### config.mk
export PLATFORM = sky130hd
export DESIGN_NAME = ansi_dbcs_line_wrapper_core
export DESIGN_NICKNAME = d
export VERILOG_FILES = /design/src/rtl/core/adlw_pkg.sv /design/src/rtl/core/adlw_step.sv /design/src/rtl/core/ansi_dbcs_line_wrapper_core.sv
export SDC_FILE = /design/constraint.sdc
export NUM_CORES = 1
export LEC_CHECK = 0
export BUFFER_PORTS_ARGS = -buffer_cell sky130_fd_sc_hd__buf_2
export CAP_MARGIN = 10
export CORE_MARGIN = 4
export CORE_UTILIZATION = 45
export CTS_CLUSTER_DIAMETER = 50
export DETAILED_ROUTE_END_ITERATION = 10
export GPL_TIMING_DRIVEN = 0
export SYNTH_ARGS = -nofsm -noshare
export SYNTH_HDL_FRONTEND = slang
export SYNTH_SLANG_ARGS = --single-unit
export TNS_END_PERCENT = 5
### constraint.sdc
create_clock -name aclk -period 8.2 [get_ports aclk]
set_input_delay 0 -clock aclk [delete_from_list [all_inputs] [get_ports aclk]]
set_output_delay 0 -clock aclk [all_outputs]
set_load 0.01 [all_outputs]
### src/rtl/core/adlw_pkg.sv
// ----------------------------------------------------------------------------
// adlw_pkg
// Shared types, constants and helpers for the terminal text line wrapper.
// ----------------------------------------------------------------------------
package adlw_pkg;

    // field and register widths
    localparam int BYTE_W   = 8;
    localparam int VIS_W    = 8;
    localparam int CNT_W    = 10;
    localparam int CFG_IDX_W = 1;
    localparam int CFG_DATA_W = 10;
    localparam int TDATA_W  = 24;
    localparam int TUSER_W  = 2;

    // register reset values and lower limits
    localparam logic [VIS_W-1:0] LINE_WIDTH_RST     = 8'd80;
    localparam logic [CNT_W-1:0] MAX_LINE_BYTES_RST = 10'd256;
    localparam logic [VIS_W-1:0] MIN_LINE_WIDTH     = 8'd2;
    localparam logic [CNT_W-1:0] MIN_LINE_BYTES     = 10'd4;

    // character codes
    localparam logic [BYTE_W-1:0] ESC_BYTE   = 8'h1B;
    localparam logic [BYTE_W-1:0] NL_BYTE    = 8'h0A;
    localparam logic [BYTE_W-1:0] SPACE_BYTE = 8'h20;
    localparam logic [BYTE_W-1:0] TILDE_BYTE = 8'h7E;
    localparam logic [BYTE_W-1:0] LEAD_LO    = 8'h81;
    localparam logic [BYTE_W-1:0] LEAD_HI    = 8'hFE;
    localparam logic [BYTE_W-1:0] CSI_BYTE   = 8'h5B;
    localparam logic [BYTE_W-1:0] SEMI_BYTE  = 8'h3B;
    localparam logic [BYTE_W-1:0] DIGIT_LO   = 8'h30;
    localparam logic [BYTE_W-1:0] DIGIT_HI   = 8'h39;

    // register indexes
    typedef enum logic [CFG_IDX_W-1:0] {
        REG_LINE_WIDTH     = 1'b0,
        REG_MAX_LINE_BYTES = 1'b1
    } cfg_reg_t;

    // input word kinds
    typedef enum logic {
        KIND_DATA = 1'b0,
        KIND_EOF  = 1'b1
    } kind_t;

    // per-line state
    typedef struct packed {
        logic [VIS_W-1:0] visible_count;
        logic [CNT_W-1:0] consumed_count;
        logic             in_escape;
        logic             in_double_byte;
        logic             break_pending;
    } line_state_t;

    localparam line_state_t LINE_CLEAR = '0;

    // one result word
    typedef struct packed {
        logic             last;
        logic [CNT_W-1:0] line_bytes;
        logic             line_end;
        logic             byte_valid;
        logic [BYTE_W-1:0] out_byte;
    } result_t;

    // results of one input word: up to two, in order
    typedef struct packed {
        logic [1:0] n;
        result_t    r0;
        result_t    r1;
    } step_out_t;

    function automatic result_t mk_end(input logic [CNT_W-1:0] lb);
        result_t r;
        r            = '0;
        r.line_end   = 1'b1;
        r.line_bytes = lb;
        return r;
    endfunction

    function automatic result_t mk_byte(input logic [BYTE_W-1:0] b);
        result_t r;
        r            = '0;
        r.byte_valid = 1'b1;
        r.out_byte   = b;
        return r;
    endfunction

endpackage

### src/rtl/core/adlw_step.sv
// ----------------------------------------------------------------------------
// adlw_step
// Per-word line state update: escape, double-byte and width/budget breaks.
// ----------------------------------------------------------------------------
module adlw_step (
    input  logic [adlw_pkg::VIS_W-1:0]  line_width,
    input  logic [adlw_pkg::CNT_W-1:0]  max_line_bytes,
    input  adlw_pkg::line_state_t       st,
    input  adlw_pkg::kind_t             kind,
    input  logic [adlw_pkg::BYTE_W-1:0] data_byte,
    output adlw_pkg::line_state_t       st_next,
    output adlw_pkg::step_out_t         res
);

    logic [adlw_pkg::VIS_W-1:0]  w_eff;
    logic [adlw_pkg::VIS_W-1:0]  w_m1;
    logic [adlw_pkg::CNT_W-1:0]  m_eff;
    logic [adlw_pkg::CNT_W-1:0]  m_m1;
    logic [adlw_pkg::CNT_W-1:0]  m_m2;
    logic                        is_esc;
    logic                        is_nl;
    logic                        is_lead;
    logic                        is_code;
    logic                        is_print;
    logic                        bp_cont;
    logic                        bp_nl;
    logic                        bp_end;
    logic                        dbl_cand;
    logic                        lead_end;
    logic                        first_end;
    logic [adlw_pkg::CNT_W-1:0]  end_lb;
    logic [adlw_pkg::CNT_W-1:0]  cc3;
    logic [adlw_pkg::VIS_W-1:0]  vc3;
    logic                        esc3;
    logic [adlw_pkg::BYTE_W-1:0] stored;
    adlw_pkg::line_state_t       s1;
    adlw_pkg::line_state_t       s2;
    adlw_pkg::line_state_t       s3;
    adlw_pkg::result_t           r_main;

    // clamped limits and thresholds
    assign w_eff = (line_width < adlw_pkg::MIN_LINE_WIDTH) ? adlw_pkg::MIN_LINE_WIDTH
                                                           : line_width;
    assign m_eff = (max_line_bytes < adlw_pkg::MIN_LINE_BYTES) ? adlw_pkg::MIN_LINE_BYTES
                                                               : max_line_bytes;
    assign w_m1  = w_eff - 8'd1;
    assign m_m1  = m_eff - 10'd1;
    assign m_m2  = m_eff - 10'd2;

    // character classes
    assign is_esc   = (data_byte == adlw_pkg::ESC_BYTE);
    assign is_nl    = (data_byte == adlw_pkg::NL_BYTE);
    assign is_lead  = data_byte inside {[adlw_pkg::LEAD_LO:adlw_pkg::LEAD_HI]};
    assign is_code  = data_byte inside {adlw_pkg::CSI_BYTE, adlw_pkg::SEMI_BYTE,
                                        [adlw_pkg::DIGIT_LO:adlw_pkg::DIGIT_HI]};
    assign is_print = data_byte[7] ||
                      (data_byte inside {[adlw_pkg::SPACE_BYTE:adlw_pkg::TILDE_BYTE]});

    // held break: escape with room continues, newline swallowed, else breaks
    assign bp_cont = st.break_pending && is_esc && (st.consumed_count < m_m1);
    assign bp_nl   = st.break_pending && is_nl;
    assign bp_end  = st.break_pending && !bp_cont && !bp_nl;

    always_comb begin
        s1 = st;
        s1.break_pending = 1'b0;
        if (bp_end) begin
            s1 = adlw_pkg::LINE_CLEAR;
        end
    end

    // double-byte tracking, lead byte that would not fit breaks first
    assign dbl_cand  = s1.in_double_byte ? 1'b0 : is_lead;
    assign lead_end  = dbl_cand && ((s1.visible_count >= w_m1) || (s1.consumed_count >= m_m2));
    assign first_end = bp_end || lead_end;
    assign end_lb    = bp_end ? st.consumed_count : s1.consumed_count;

    always_comb begin
        s2 = s1;
        if (lead_end) begin
            s2 = adlw_pkg::LINE_CLEAR;
        end
        s2.in_double_byte = dbl_cand;
    end

    // byte intake: escape state, visible count and stored byte
    assign cc3 = s2.consumed_count + 10'd1;

    always_comb begin
        esc3   = s2.in_escape;
        vc3    = s2.visible_count;
        stored = data_byte;
        if (is_esc) begin
            esc3 = 1'b1;
        end else if (s2.in_escape) begin
            esc3 = is_code;
        end else begin
            vc3 = s2.visible_count + 8'd1;
            if (!is_print) begin
                stored = adlw_pkg::SPACE_BYTE;
            end
        end
    end

    always_comb begin
        s3                = s2;
        s3.consumed_count = cc3;
        s3.visible_count  = vc3;
        s3.in_escape      = esc3;
        s3.break_pending  = ((vc3 >= w_eff) || (cc3 >= m_m1)) && !(esc3 && (cc3 < m_m1));
    end

    always_comb begin
        r_main = is_nl ? adlw_pkg::mk_end(cc3) : adlw_pkg::mk_byte(stored);
    end

    // result assembly and next line state
    always_comb begin
        res     = '0;
        st_next = st;
        if (kind == adlw_pkg::KIND_EOF) begin
            st_next = adlw_pkg::LINE_CLEAR;
            res.r0  = adlw_pkg::mk_end(st.consumed_count);
            res.r0.last = 1'b1;
            res.n   = (st.consumed_count != '0) ? 2'd1 : 2'd0;
        end else if (bp_nl) begin
            st_next = adlw_pkg::LINE_CLEAR;
            res.r0  = adlw_pkg::mk_end(st.consumed_count + 10'd1);
            res.r0.last = 1'b1;
            res.n   = 2'd1;
        end else begin
            st_next = is_nl ? adlw_pkg::LINE_CLEAR : s3;
            if (first_end) begin
                res.r0      = adlw_pkg::mk_end(end_lb);
                res.r1      = r_main;
                res.r1.last = 1'b1;
                res.n       = 2'd2;
            end else begin
                res.r0      = r_main;
                res.r0.last = 1'b1;
                res.n       = 2'd1;
            end
        end
    end

endmodule

### src/rtl/core/ansi_dbcs_line_wrapper_core.sv
// ----------------------------------------------------------------------------
// ansi_dbcs_line_wrapper_core
// Wraps a terminal text byte stream into display lines of a set width.
// ----------------------------------------------------------------------------
// One input word (a text byte or an end-of-file mark) is taken per clock while
// s_tready is high and its line state update completes in that cycle; its one or
// two result words go into a four-word registered output queue. Input is accepted
// while the queue holds at most two words, so a stream of single-result bytes
// flows at one word per cycle while m_tready is high, with no dependence between
// s_tready and m_tready. A word that causes two results (a line break followed by
// the byte) needs an output handshake for each, which limits the long-run rate on
// such streams. No clearing pass after reset; configuration is to be written
// through cfg_wr_en only while idle, which the block does not enforce.
module ansi_dbcs_line_wrapper_core (
    input  logic                              aclk,
    input  logic                              aresetn,
    // configuration
    input  logic                              cfg_wr_en,
    input  logic [adlw_pkg::CFG_IDX_W-1:0]    cfg_index,
    input  logic [adlw_pkg::CFG_DATA_W-1:0]   cfg_wdata,
    // input words
    input  logic                              s_tvalid,
    output logic                              s_tready,
    input  logic [adlw_pkg::BYTE_W-1:0]       s_tdata,   // [7:0] data_byte
    input  logic                              s_tuser,   // [0] kind
    // result words
    output logic                              m_tvalid,
    input  logic                              m_tready,
    output logic [adlw_pkg::TDATA_W-1:0]      m_tdata,   // [7:0] out_byte, [17:8] line_bytes
    output logic [adlw_pkg::TUSER_W-1:0]      m_tuser,   // [0] byte_valid, [1] line_end
    output logic                              m_tlast
);

    logic [adlw_pkg::VIS_W-1:0] line_width_reg;
    logic [adlw_pkg::CNT_W-1:0] max_line_bytes_reg;
    adlw_pkg::line_state_t      line_reg;
    adlw_pkg::line_state_t      line_next;
    adlw_pkg::step_out_t        step_res;
    adlw_pkg::result_t          q_reg [4];
    logic [1:0]                 wr_ptr_reg;
    logic [1:0]                 rd_ptr_reg;
    logic [2:0]                 cnt_reg;
    logic [2:0]                 cnt_next;
    logic                       s_acc;
    logic                       m_acc;
    logic [1:0]                 push_n;
    adlw_pkg::result_t          head;

    // configuration registers
    always_ff @(posedge aclk) begin
        if (!aresetn) begin
            line_width_reg     <= adlw_pkg::LINE_WIDTH_RST;
            max_line_bytes_reg <= adlw_pkg::MAX_LINE_BYTES_RST;
        end else if (cfg_wr_en) begin
            case (adlw_pkg::cfg_reg_t'(cfg_index))
                adlw_pkg::REG_LINE_WIDTH:     line_width_reg     <= cfg_wdata[adlw_pkg::VIS_W-1:0];
                adlw_pkg::REG_MAX_LINE_BYTES: max_line_bytes_reg <= cfg_wdata[adlw_pkg::CNT_W-1:0];
                default: ;
            endcase
        end
    end

    // handshakes
    assign s_tready = (cnt_reg <= 3'd2);
    assign s_acc    = s_tvalid && s_tready;
    assign m_acc    = m_tvalid && m_tready;

    // line state update
    adlw_step u_step (
        .line_width     (line_width_reg),
        .max_line_bytes (max_line_bytes_reg),
        .st             (line_reg),
        .kind           (adlw_pkg::kind_t'(s_tuser)),
        .data_byte      (s_tdata),
        .st_next        (line_next),
        .res            (step_res)
    );

    always_ff @(posedge aclk) begin
        if (!aresetn) begin
            line_reg <= adlw_pkg::LINE_CLEAR;
        end else if (s_acc) begin
            line_reg <= line_next;
        end
    end

    // output queue
    assign push_n   = s_acc ? step_res.n : 2'd0;
    assign cnt_next = cnt_reg + {1'b0, push_n} - {2'b00, m_acc};

    always_ff @(posedge aclk) begin
        if (!aresetn) begin
            wr_ptr_reg <= '0;
            rd_ptr_reg <= '0;
            cnt_reg    <= '0;
        end else begin
            wr_ptr_reg <= wr_ptr_reg + push_n;
            rd_ptr_reg <= rd_ptr_reg + {1'b0, m_acc};
            cnt_reg    <= cnt_next;
        end
    end

    always_ff @(posedge aclk) begin
        if (push_n != 2'd0) begin
            q_reg[wr_ptr_reg] <= step_res.r0;
        end
        if (push_n == 2'd2) begin
            q_reg[wr_ptr_reg + 2'd1] <= step_res.r1;
        end
    end

    // result word
    assign head     = q_reg[rd_ptr_reg];
    assign m_tvalid = (cnt_reg != 3'd0);
    assign m_tdata  = {6'd0, head.line_bytes, head.out_byte};
    assign m_tuser  = {head.line_end, head.byte_valid};
    assign m_tlast  = head.last;

endmodule

# Word level (Yosys, flattened, before mapping)
# Memories as Yosys holds them, arrays and structs flattened. A register that Yosys moved wholly into a read port is not among the register bits.
# Index checks and enable logic that the tools add are counted.
[word_totals]
reg_bits = 46
ram_bits = 84
in_bits = 25
out_inout_bits = 29
elab_cells = 99
mem_count = 1
[mem_list]
columns = ["memory", "depth", "word_bits", "rd", "rd_clocked_by_memory_dff", "write_ports", "line", "source"]
rows = [
  ["q_reg", 4, 21, 1, 1, 2, "ansi_dbcs_line_wrapper_core.sv:39", "adlw_pkg::result_t q_reg [4];"],
]
[op_classes]
addsub = 11
n_lt_le_gt_ge = 15
eq_ne = 5
n_mux = 30
bitwise = 1
reduce_logical = 26
[op_table]
columns = ["op", "count"]
rows = [
  ["2-to-1 mux 21 bit", 8],
  ["2-to-1 mux 23 bit", 3],
  ["2-to-1 mux 8 bit", 6],
  ["adder 10 x 1 -> 10 bit, second input constant", 2],
  ["greater-or-equal comparator 10 bit", 2],
  ["less-than comparator 10 bit", 2],
  ["2-to-1 mux 10 bit", 2],
  ["2-to-1 mux 20 bit", 1],
  ["greater-or-equal comparator 8 x 6 -> 1 bit, second input constant", 2],
  ["greater-or-equal comparator 8 bit", 2],
  ["logical AND 1 bit", 13],
  ["less-than comparator 10 x 3 -> 1 bit, second input constant", 1],
  ["nonzero test 10 bit", 1],
  ["subtractor 10 x 1 -> 10 bit, second input constant", 1],
  ["subtractor 10 x 2 -> 10 bit, second input constant", 1],
  ["adder 8 x 1 -> 8 bit, second input constant", 1],
  ["== test 8 x 4 -> 1 bit, second input constant", 1],
  ["== test 8 x 5 -> 1 bit, second input constant", 1],
  ["== test 8 x 6 -> 1 bit, second input constant", 1],
  ["== test 8 x 7 -> 1 bit, second input constant", 1],
  ["greater-or-equal comparator 8 bit, second input constant", 1],
  ["<= comparator 8 x 6 -> 1 bit, second input constant", 1],
  ["<= comparator 8 x 7 -> 1 bit, second input constant", 1],
  ["<= comparator 8 bit, second input constant", 1],
  ["17 further kinds", 32],
]

# Longest topological paths before layout
# Gate-level depths: netlist of the first run.
[depth]
word_depth = 23
ltp_mapped = 41

# Hierarchy
# Synthesis of the first run repeated with hierarchy kept, for this count alone.
[unflattened]
hier_cells = 918
hier_area_um2 = 9273.9
[by_module_without_submodules]
columns = ["mod", "instances", "cells_each", "area_per_inst_um2", "seq_area_each_um2"]
rows = [
  ["ansi_dbcs_line_wrapper_core", 1, 447, 6152.2, 3443.3],
  ["adlw_step", 1, 471, 3121.7, 0.0],
]

# Least setup slack after synthesis of the first run
# OpenSTA, ideal clock, no wires.
[synth_timing]
kind = "reg-to-reg"
from = "register max_line_bytes_reg[3] (netlist name)"
to = "register line_reg[0] (netlist name)"
setup_ns = 0.079
arrival_ns = 7.687
required_time_ns = 8.121
setup_slack_ns = 0.434
stages_incl_launch_ff = 40
n_path_buf = 6
synth_period_minus_slack_ns = 7.766
cell_sequence = "dfxtp_1 -> clkbuf_1 -> nor2_1 -> and3_1 -> nor2_1 -> ha_1 -> nand2_1 -> or3_1 -> nor2_1 -> xnor2_1 -> ha_1 -> nand4_1 -> nor2_1 -> o31a_1 -> a2111oi_4 -> o22a_2 -> buf_2 -> clkbuf_1 -> [... 4 more ...] -> a21oi_1 -> o21ai_2 -> buf_2 -> nand2_2 -> clkbuf_1 -> nor2_1 -> ha_1 -> and3_1 -> clkbuf_1 -> nand3_1 -> xor2_1 -> nor2_1 -> ha_1 -> nand4_1 -> o31ai_1 -> o21ai_0 -> maj3_2 -> o211ai_1"
[synth_between]
elab_chain_cells = 22
[synth_lines]
columns = ["item", "line", "source"]
rows = [
  ["from (decl)", "ansi_dbcs_line_wrapper_core.sv:35", "logic [adlw_pkg::CNT_W-1:0] max_line_bytes_reg;"],
  ["from (signal assigned)", "ansi_dbcs_line_wrapper_core.sv:53", "max_line_bytes_reg <= adlw_pkg::MAX_LINE_BYTES_RST;"],
  ["from (signal assigned)", "ansi_dbcs_line_wrapper_core.sv:57", "adlw_pkg::REG_MAX_LINE_BYTES: max_line_bytes_reg <= cfg_wdata[adlw_pkg::CNT_W-1:0];"],
  ["less-than comparator 10 x 3 -> 1 bit", "adlw_step.sv:44", "assign m_eff = (max_line_bytes < adlw_pkg::MIN_LINE_BYTES) ? adlw_pkg::MIN_LINE_BYTES"],
  ["2-to-1 mux 10 bit *", "adlw_step.sv:44", ""],
  ["subtractor 10 x 1 -> 10 bit", "adlw_step.sv:47", "assign m_m1 = m_eff - 10'd1;"],
  ["less-than comparator 10 bit", "adlw_step.sv:60", "assign bp_cont = st.break_pending && is_esc && (st.consumed_count < m_m1);"],
  ["logical AND 1 bit", "adlw_step.sv:60", ""],
  ["logical NOT 1 bit", "adlw_step.sv:62", "assign bp_end = st.break_pending && !bp_cont && !bp_nl;"],
  ["logical AND 1 bit (2 in a row)", "adlw_step.sv:62", ""],
  ["2-to-1 mux 21 bit", "adlw_step.sv:67", "if (bp_end) begin"],
  ["[... 5 more ...]", "--", ""],
  ["2-to-1 mux 8 bit", "adlw_step.sv:95", "end else if (s2.in_escape) begin"],
  ["2-to-1 mux 8 bit", "adlw_step.sv:93", "if (is_esc) begin"],
  ["greater-or-equal comparator 8 bit", "adlw_step.sv:110", "s3.break_pending = ((vc3 >= w_eff) || (cc3 >= m_m1)) && !(esc3 && (cc3 < m_m1));"],
  ["logical OR 1 bit", "adlw_step.sv:110", ""],
  ["logical AND 1 bit *", "adlw_step.sv:110", ""],
  ["2-to-1 mux 21 bit *", "adlw_step.sv:132", "st_next = is_nl ? adlw_pkg::LINE_CLEAR : s3;"],
  ["2-to-1 mux 21 bit *", "adlw_step.sv:126", "end else if (bp_nl) begin"],
  ["2-to-1 mux 21 bit *", "adlw_step.sv:121", "if (kind == adlw_pkg::KIND_EOF) begin"],
  ["to (signal assigned)", "ansi_dbcs_line_wrapper_core.sv:81", "line_reg <= adlw_pkg::LINE_CLEAR;"],
  ["to (signal assigned)", "ansi_dbcs_line_wrapper_core.sv:83", "line_reg <= line_next;"],
  ["to (decl)", "ansi_dbcs_line_wrapper_core.sv:36", "adlw_pkg::line_state_t line_reg;"],
]
# Every way passes the cells marked *; elsewhere a longest branch is shown, timed or not.
# A chain may end at the register's enable or synchronous reset.

# Final worst setup path of the first run
[layout_timing]
from = "register max_line_bytes_reg[5] (netlist name)"
to = "register line_reg[0] (netlist name)"
# The elaborated chain is that of the path after synthesis.

==> impl_summary.log, run 1 <==
[metrics] via count of the first global-routing pass: about 6400
[metrics] reported leakage power: about 3.7 nW
[metrics] share of the cycle needed by the critical path after routing: between 90% and 100%
[metrics] kind of capture point of the worst setup path: register
[metrics] highest cell delay on the worst timing path: around 0.42 ns
[metrics] overall routed net length: a little over 20000 um
[metrics] Routability Congestion: 0.8555
[metrics] half-perimeter wire length of the detailed placement result: 14980 um
[metrics] library cell used as clock root buffer: clkbuf_16
[metrics] data arrival time of the worst path: between 8 and 9 ns
[metrics] routing usage on met1: roughly 28%
[metrics] average footprint of a synthesized cell: 9.782 um^2
[metrics] CP most frequent cell: ha_1
[metrics] warning count from the yosys run: 0
[metrics] DRT Pass-1 Iters: 5
[metrics] largest vdd supply drop: between 150 and 200 uV
[metrics] sequential cell area: between 3000 and 4000 um^2
[metrics] status: finished, final reports clean
[metrics] startpoint type of the worst setup path: register
[metrics] flip-flop count of the largest register, all copies and words added: between 80 and 90
[metrics] data required time at the worst endpoint: ~8.5 ns
[metrics] min setup slack post-route: 0.4285 ns
[metrics] Max Slew Vio Count: 0
[metrics] share of final-layout standard cells stronger than drive strength 1: a little under a fifth
[metrics] count of flip-flops with a built-in enable after synthesis: 84
[metrics] total of endpoints with negative setup slack in the final report: 0
[metrics] area of the core region: 17900 um^2
[metrics] number of failing hold endpoints at the final stage: 0
[metrics] max_cap viols: 0
[metrics] critical setup path kind: register to register
[metrics] antenna-violating nets left: 0
[metrics] antenna cell count: 0
[metrics] Worst-Skew Late Latency: roughly 0.43 ns
[metrics] First DRT Iteration DRCs: roughly 350
[metrics] Power per Cell Area: roughly 210 nW/um^2
[metrics] via count: 6555
[metrics] total clock buffers created by CTS: 17
[metrics] max_slew headroom: 30.73%
[metrics] area of the multi-input gates: 4432 um^2
[metrics] initial antenna violation count: 0
[metrics] grt ovf: 0
[metrics] Distinct cells, synth: 73
[metrics] I/O pin count: between 50 and 60
[metrics] time the final worst path needs with I/O delays and setup: around 7.8 ns
[metrics] number of placement rows: slightly below 50
[metrics] met3 GRT Util: roughly 3.7%
[metrics] fraction of synthesis flops using an asynchronous set or reset pin: 0%
[metrics] register bit count reported by yosys: between 100 and 150
[metrics] detailed-route vias per instance: between 5 and 6
[metrics] clk_skew: roughly 0.01 ns
[metrics] clock tree sinks: 130
[metrics] slew at the pin closest to its max-slew limit: 1.031 ns
[metrics] count of H-tree levels built during CTS: 4
[metrics] CTS tree: built
[metrics] Crit-path slowest cell: a2111oi_4
[metrics] full die area: 20420 um^2
[metrics] Initial Util: 45.74%
[metrics] global routing met2 resource utilization: between 30% and 40%
[metrics] Post-Synthesis Cells: 837
[metrics] Clk pin slew, worst setup/hold paths: approximately 0.07 ns
[metrics] count of buffers from port buffering: 44
[metrics] placement-stage cell area: about 9000 um^2
[metrics] Min-Delay Path Class: input pin to register
[metrics] post-place setup slack: -1.565 ns
[metrics] fin nets: 1003
[metrics] most used routing layer: met2
[metrics] worst hold slack after final layout: around 0.010 ns
[metrics] DR DRC count: 0
[metrics] Primary FF master, synth: edfxtp_1
[metrics] final instance area: between 9000 and 10000 um^2
[metrics] growth of design area from synthesis to finish: 16.98%
[metrics] width of the chip: around 140 um
[metrics] commonest cells after routing, fill and taps aside: 107 x nor2_1, 85 x nand2_1, 84 x edfxtp_1
[metrics] fraction of the yosys area taken by sequential cells: between 40% and 50%
[metrics] biggest fanout along the worst timing path: 10
[metrics] overall fraction of global-route tracks in use: a little over a fifth
[metrics] FILL cells: around 1600
[metrics] first-pass GRT wire length: about 34000 um
[metrics] largest net degree at the start of global routing: 22
[metrics] post-synthesis cell area: between 8000 and 9000 um^2
[metrics] highest attainable clock frequency: between 100 and 150 MHz
[metrics] buffer depth of the longest clock path: 2
[metrics] die extent in y: about 140 um
[metrics] most common library cell in the layout ignoring fill and taps: nor2_1
[metrics] Routed wire per std cell: roughly 18 um
through the flow:
stage | total power [mW] | util (%) | TNS, ns | instances
after floorplan | 1.084 | - | 0 | 842
after detailed placement | 1.219 | 48.99 | -10.19 | 1118
after global routing | 2.077 | 53.50 | -0.0007558 | 1165
final | 1.979 | 53.50 | 0 | 1165
after CTS | 1.991 | 53.15 | 0 | 1160
after global placement | 1.211 | 48.67 | -11.96 | 1115
report_power, final:
group	switching (mW)	internal (mW)	total, mW
logic	0.244	0.204	0.448
clock network	0.337	0.433	0.770
registers	0.0217	0.739	0.760
total	0.603	1.38	1.98
critical path: cells and delay by family, from the launching register on:
kind	cells	cell delay, ns
AOI/OAI and AO/OA	13	2.67
xor gates and xnor gates	2	0.47
adders and majority gates	6	1.59
buffers and inverters	4	0.76
DFF	1	0.30
and+or+nand+nor	12	1.90
per-layer routing:
layer / vias up / part of all wire, %
met1: 3114 / 45
met2: 186 / 49
met4: 0 / 1.6
met3: 31 / 4.3
met5: - / 0
li1: 3224 / -
Yosys cell counts (15+ instances only):
master,instances,share of area [%]
a21oi_1,44,2.7
o21ai_0,16,0.98
ha_1,54,8.3
nand3_1,28,1.7
clkbuf_1,33,1.5
nor2_1,108,5.0
dfxtp_1,46,11
inv_1,33,1.5
xnor2_1,20,2.1
nand2_1,86,3.9
a21boi_0,15,1.4
mux4_2,21,5.8
edfxtp_1,84,31
and2_1,24,1.8
nor3_1,27,1.7
worst paths after layout:
check	cells after the start	from	endpoint	slack, ns
setup reg to reg	37	max_line_bytes_reg[5]	line_reg[0]	0.43
hold / removal	3	s_tdata[0]	q_reg[0][0]	0.01
setup / recovery	37	max_line_bytes_reg[5]	line_reg[0]	0.43
hold reg to reg	2	line_width_reg[0]	line_width_reg[0]	0.49
area by class of cell:
type	instances	share of cell area, %
timing repair buffer	65	4.442
sequential	130	35.99
tap	229	2.992
inverter	34	1.332
multi-input combinational	623	46.27
clock buffer	17	4.442
clock inverter	15	1.750
buffer	52	2.782
timing repair:
action	in CTS	in global routing
cloned	0	0
hold buffers	10	0
hold endpoints to repair	18	0
setup endpoints to repair	24	1
gates resized for setup	13	10
pin swaps	3	5
setup buffers	3	5
logic make-up (layout without fill, tap and decap cells):
group | Yosys count | in the layout | share of synthesized area [%]
xor gates and xnor gates | 33 | 33 | 3.530
DFF | 130 | 130 | 42.05
AOI/OAI and AO/OA | 162 | 162 | 14.47
other | 1 | 6 | 0.04580
adders and majority gates | 56 | 56 | 8.634
buffers and inverters | 89 | 183 | 4.798
and+or+nand+nor | 342 | 342 | 20.25
muxes | 24 | 24 | 6.219
No activity file was read; power rests on OpenSTA's default activity.
==> inputs of run 2 (changes only) <==
SYNTH_HIERARCHICAL = 1   (was default)
==> run 2 against run 1 <==
  * Sequential share of layout area is 5.1 points lower
  * Cell area is 16% higher
  * Routed wire length is 21% higher
  * Clock skew is 0.0015 ns higher
  * Hold slack better by 0.024 ns
  * Critical endpoint is now line_reg[0]
  * Largest cell class unchanged
  * Largest power group is now registers
==> impl_summary.log, run 2 <==
[metrics] status: finished, final reports clean
[metrics] width of the chip: 151.6 um (+6.1%)
[metrics] highest cell delay on the worst timing path: 0.50 ns (+0.08 ns)
[metrics] fraction of the yosys area taken by sequential cells: 37.13% (-4.9 points)
[metrics] time the final worst path needs with I/O delays and setup: 8.072 ns (+0.3005 ns)
[metrics] first-pass GRT wire length: 38780 um (+15%)
[metrics] share of synthesized area spent on multiplexers: 16.34% (+10 points)
[metrics] count of H-tree levels built during CTS: 4 (unchanged)
[metrics] switching share of total power: 30.75% (+0.29 points)
[metrics] via count: 7426 (+13%)
[metrics] CP startpoint: max_line_bytes_reg[4]
[metrics] via count of the first global-routing pass: 7026 (+9.8%)
[metrics] met3 wirelength from detailed routing: 1209 um (+37%)
[metrics] fraction of the mapped netlist area in compound gates: 12.51% (-2.0 points)
[metrics] area of the multi-input gates: 5705 um^2 (+29%)
[metrics] clock network fraction of total power: 36.1% (-2.8 points)
[metrics] XOR/XNOR Fraction of Synth Area: 3.211% (-0.32 points)
[metrics] DR DRC count: 0 (unchanged)
[metrics] Clk pin slew, worst setup/hold paths: 0.06 ns (about the same)
[metrics] count of buffers from port buffering: 45 (+2.3%)
[metrics] worst path bufs/invs: 13 (+9)
[metrics] Initial Util: 45.83% (+0.096 points)
[metrics] FF-to-FF path depth: 46 (+24%)
[metrics] area of the core region: 20230 um^2 (+13%)
[metrics] die extent in y: 151.6 um (+6.1%)
[metrics] startpoint of the tightest hold check path: m_tready
[metrics] Routed wire per std cell: 18.95 um (+6.7%)
[metrics] highest attainable clock frequency: 123.9 MHz (-3.7%)
[metrics] share of synthesized cell area in and, or, nand and nor gates: 17.71% (-2.5 points)
[metrics] length of routed met2 wiring: 11850 um (+16%)
[metrics] worst hold slack after final layout: 0.03410 ns (+0.02379 ns)
[metrics] Reg-to-Reg Start: max_line_bytes_reg[4]
[metrics] Min-Delay Path Class: input pin to register
[metrics] reg2reg setup slack: 0.13 ns (-0.30 ns)
[metrics] top area cells in the synthesized netlist: edfxtp_1 27%, dfxtp_1 9.9%, mux2_2 7.9%
[metrics] total routed wire length on the met1 layer: 11290 um (+22%)
[metrics] Crit-path slowest cell: or4_4
[metrics] I/O pin count: 54 (unchanged)
[metrics] Int Pwr: 1.403 mW (+1.9%)
[metrics] critical setup path kind: register to register
[metrics] total clock buffers created by CTS: 17 (unchanged)
[metrics] FILL cells: 1810 (+10%)
[metrics] cell accounting for the most synthesized area: edfxtp_1
[metrics] overall routed net length: 25040 um (+21%)
[metrics] Post-Synthesis Cells: 918 (+9.7%)
[metrics] share of final-layout standard cells stronger than drive strength 1: 29.93% (+11 points)
[metrics] register bit count reported by yosys: 130 (unchanged)
[metrics] Primary FF master, synth: edfxtp_1
[metrics] Routability Congestion: 0.8626 (+0.83%)
[metrics] sequential cell area: 3446 um^2 (about the same)
[metrics] most frequent cell after synthesis: edfxtp_1
[metrics] largest net degree at the start of global routing: 22 (unchanged)
[metrics] largest family of logic cells by synthesized area: simple AND/OR/NAND/NOR gates
[metrics] fraction of synthesis flops using an asynchronous set or reset pin: 0% (unchanged)
[metrics] largest vdd supply drop: 114.5 uV (-32%)
[metrics] CTS tree: built
[metrics] reported leakage power: 4.416 nW (+19%)
[metrics] Power per Cell Area: 181.5 nW/um^2 (-12%)
[metrics] total of endpoints with negative setup slack in the final report: 0 (unchanged)
[metrics] Distinct cells, synth: 80 (+9.6%)
[metrics] Worst-Skew Late Latency: 0.43 ns (about the same)
[metrics] warning count from the yosys run: 6 (+6)
[metrics] family of cells with the greatest summed delay on the critical path: compound AO/OA/AOI/OAI gates
[metrics] adder-cell share of the synthesized area: 7.501% (-1.1 points)
[metrics] number of failing hold endpoints at the final stage: 0 (unchanged)
[metrics] proportion of netlist area held by the largest area contributor: 27.20% (-3.6 points)
[metrics] buffer depth of the longest clock path: 2 (unchanged)
[metrics] count of cells along the worst hold path: 4 (+1)
[metrics] CP most frequent cell: buf_4
[metrics] half-perimeter wire length of the detailed placement result: 17780 um (+19%)
[metrics] max_slew headroom: 19.38% (-11 points)
[metrics] Logic pwr share: 25.9% (+3.2 points)
[metrics] data required time at the worst endpoint: 8.55 ns (about the same)
[metrics] net switching power figure: 0.6227 mW (+3.4%)
[metrics] DRT Pass-1 Iters: 5 (unchanged)
[metrics] flip-flop count of the largest register, all copies and words added: 84 (unchanged)
[metrics] overall fraction of global-route tracks in use: 22.06% (+0.91 points)
[metrics] startpoint type of the worst setup path: register
[metrics] antenna-violating nets left: 0 (unchanged)
[metrics] Max Slew Vio Count: 0 (unchanged)
[metrics] detailed-route vias per instance: 5.621 (about the same)
[metrics] average footprint of a synthesized cell: 10.10 um^2 (+3.3%)
[metrics] share of the cycle needed by the critical path after routing: 98.44% (+3.7 points)
[metrics] kind of capture point of the worst setup path: register
[metrics] library cell used as clock root buffer: clkbuf_16
[metrics] critical path depth: 46 (+24%)
[metrics] grt ovf: 0 (unchanged)
[metrics] initial antenna violation count: 0 (unchanged)
[metrics] full die area: 22970 um^2 (+12%)
[metrics] growth of design area from synthesis to finish: 20.32%
[metrics] fin nets: 1116 (+11%)
[metrics] end point of the most critical hold path: rd_ptr_reg[0]
[metrics] top cell types by occurrence after synthesis: 84 x edfxtp_1, 81 x nand2_1, 65 x mux2_2, 65 x nor2_1, 54 x ha_1
[metrics] number of placement rows: 52 (+6.1%)
[metrics] First DRT Iteration DRCs: 474 (+34%)
[metrics] commonest cells after routing, fill and taps aside: 84 x edfxtp_1, 74 x nand2_1, 65 x mux2_2
[metrics] Max Used Layer: met4
[metrics] Critical R2R Capture: line_reg[0]
[metrics] clock tree sinks: 130 (unchanged)
[metrics] post-synthesis cell area: 9274 um^2 (+13%)
[metrics] clk_skew: 0.01142 ns (+0.001548 ns)
[metrics] slew at the pin closest to its max-slew limit: 1.194 ns (+0.1625 ns)
[metrics] summed negative setup slack over all endpoints: 0 ns (unchanged)
[metrics] max_cap viols: 0 (unchanged)
[metrics] biggest fanout along the worst timing path: 5 (-5)
[metrics] sequential cell fraction of total power: 38.0% (-0.4 points)
[metrics] count of flip-flops with a built-in enable after synthesis: 84 (unchanged)
[metrics] most common library cell in the layout ignoring fill and taps: edfxtp_1
[metrics] data arrival time of the worst path: 8.43 ns (+0.31 ns)
run 2: changes by cell type after synthesis, moves of 5 or more:
cell and delta:
mux2_2 +63, nor2_1 -43, o21ai_0 +32, a21oi_1 -30, a21boi_0 +22, mux2_4 +20, nand3_1 +18, buf_4 +12
and3_1 +11, nor3_1 -11, buf_2 +5, nand2_1 -5, o211ai_1 -5, o21ai_2 -5
run 2: timing repair:
item | 4_1_cts | 5_1_grt
gates resized for setup | 27 | 50
hold buffers | 10 | 0
setup buffers | 16 | 10
hold endpoints to repair | 18 | 0
pin swaps | 7 | 26
cloned | 0 | 1
endpoints found under the setup margin | 112 | 1
run 2: routing by layer:
metal | GRT usage [%] | up-vias
li1 | - | 3619
met1 | 29.60 | 3526
met2 | 36.61 | 229
met3 | 3.599 | 52
met4 | 7.008 | 0
met5 | 0 | -
run 2: how the worst max path moves through the flow:
| stage | slack (ns) | endpoint |
|---|---|---|
| after global placement | -2.26 | q_reg[3][9] |
| after detailed placement | -1.48 | line_reg[0] |
| after global routing | -0.07 | line_reg[0] |
| final | 0.13 | line_reg[0] |
| after CTS | 0.02 | line_reg[0] |
| after floorplan | 0.26 | line_reg[0] |
run 2: cell type report:
| cell class | count | share of cell area (%) |
|---|---|---|
| Buffer | 73 | 3.801 |
| Antenna cell | 2 | 0.04485 |
| Timing Repair Buffer | 84 | 5.113 |
| Clock inverter | 12 | 1.076 |
| Sequential cell | 130 | 30.88 |
| Multi-Input combinational cell | 700 | 51.13 |
| Inverter | 30 | 1.009 |
| Tap cell | 270 | 3.028 |
| Clock buffer | 20 | 3.913 |
run 2: power by group through the flow:
stage / Combinational [mW] / Sequential [mW] / Clock [mW]
2_1_floorplan: 0.346 / 0.773 / 0
3_3_place_gp: 0.483 / 0.784 / 0
3_5_place_dp: 0.497 / 0.784 / 0
4_1_cts: 0.510 / 0.770 / 0.740
5_1_grt: 0.582 / 0.775 / 0.768
6_report: 0.524 / 0.770 / 0.732
run 2: logic make-up after synthesis:
family,count (synthesis)
buf+inv,103
flops,130
simple gates,321
compound gates,166
fa+ha+maj,55
xor+xnor,34
mux,107
other cells,2
run 2: worst register-to-register path, delay by kind of cell (launching register included):
| family | cells | cell delay, ns |
|---|---|---|
| AOI/OAI and AO/OA | 14 | 2.43 |
| xor gates and xnor gates | 1 | 0.16 |
| adders and majority gates | 4 | 0.92 |
| buffers and inverters | 13 | 1.76 |
| DFF | 1 | 0.32 |
| and+or+nand+nor | 14 | 2.38 |
run 2: stage by stage:
step                      utilization (%)  total power, mW  std cells  setup WS [ns]  cell area [um^2]
after floorplan                         -            1.119        933         0.2554              9330
after global placement              48.89            1.267       1248         -2.256              9893
after detailed placement            49.37            1.280       1250         -1.475              9990
after CTS                           53.72            2.020       1308        0.02473             10870
after global routing                55.12            2.126       1319       -0.07169             11150
final                               55.14            2.025       1321         0.1280             11160
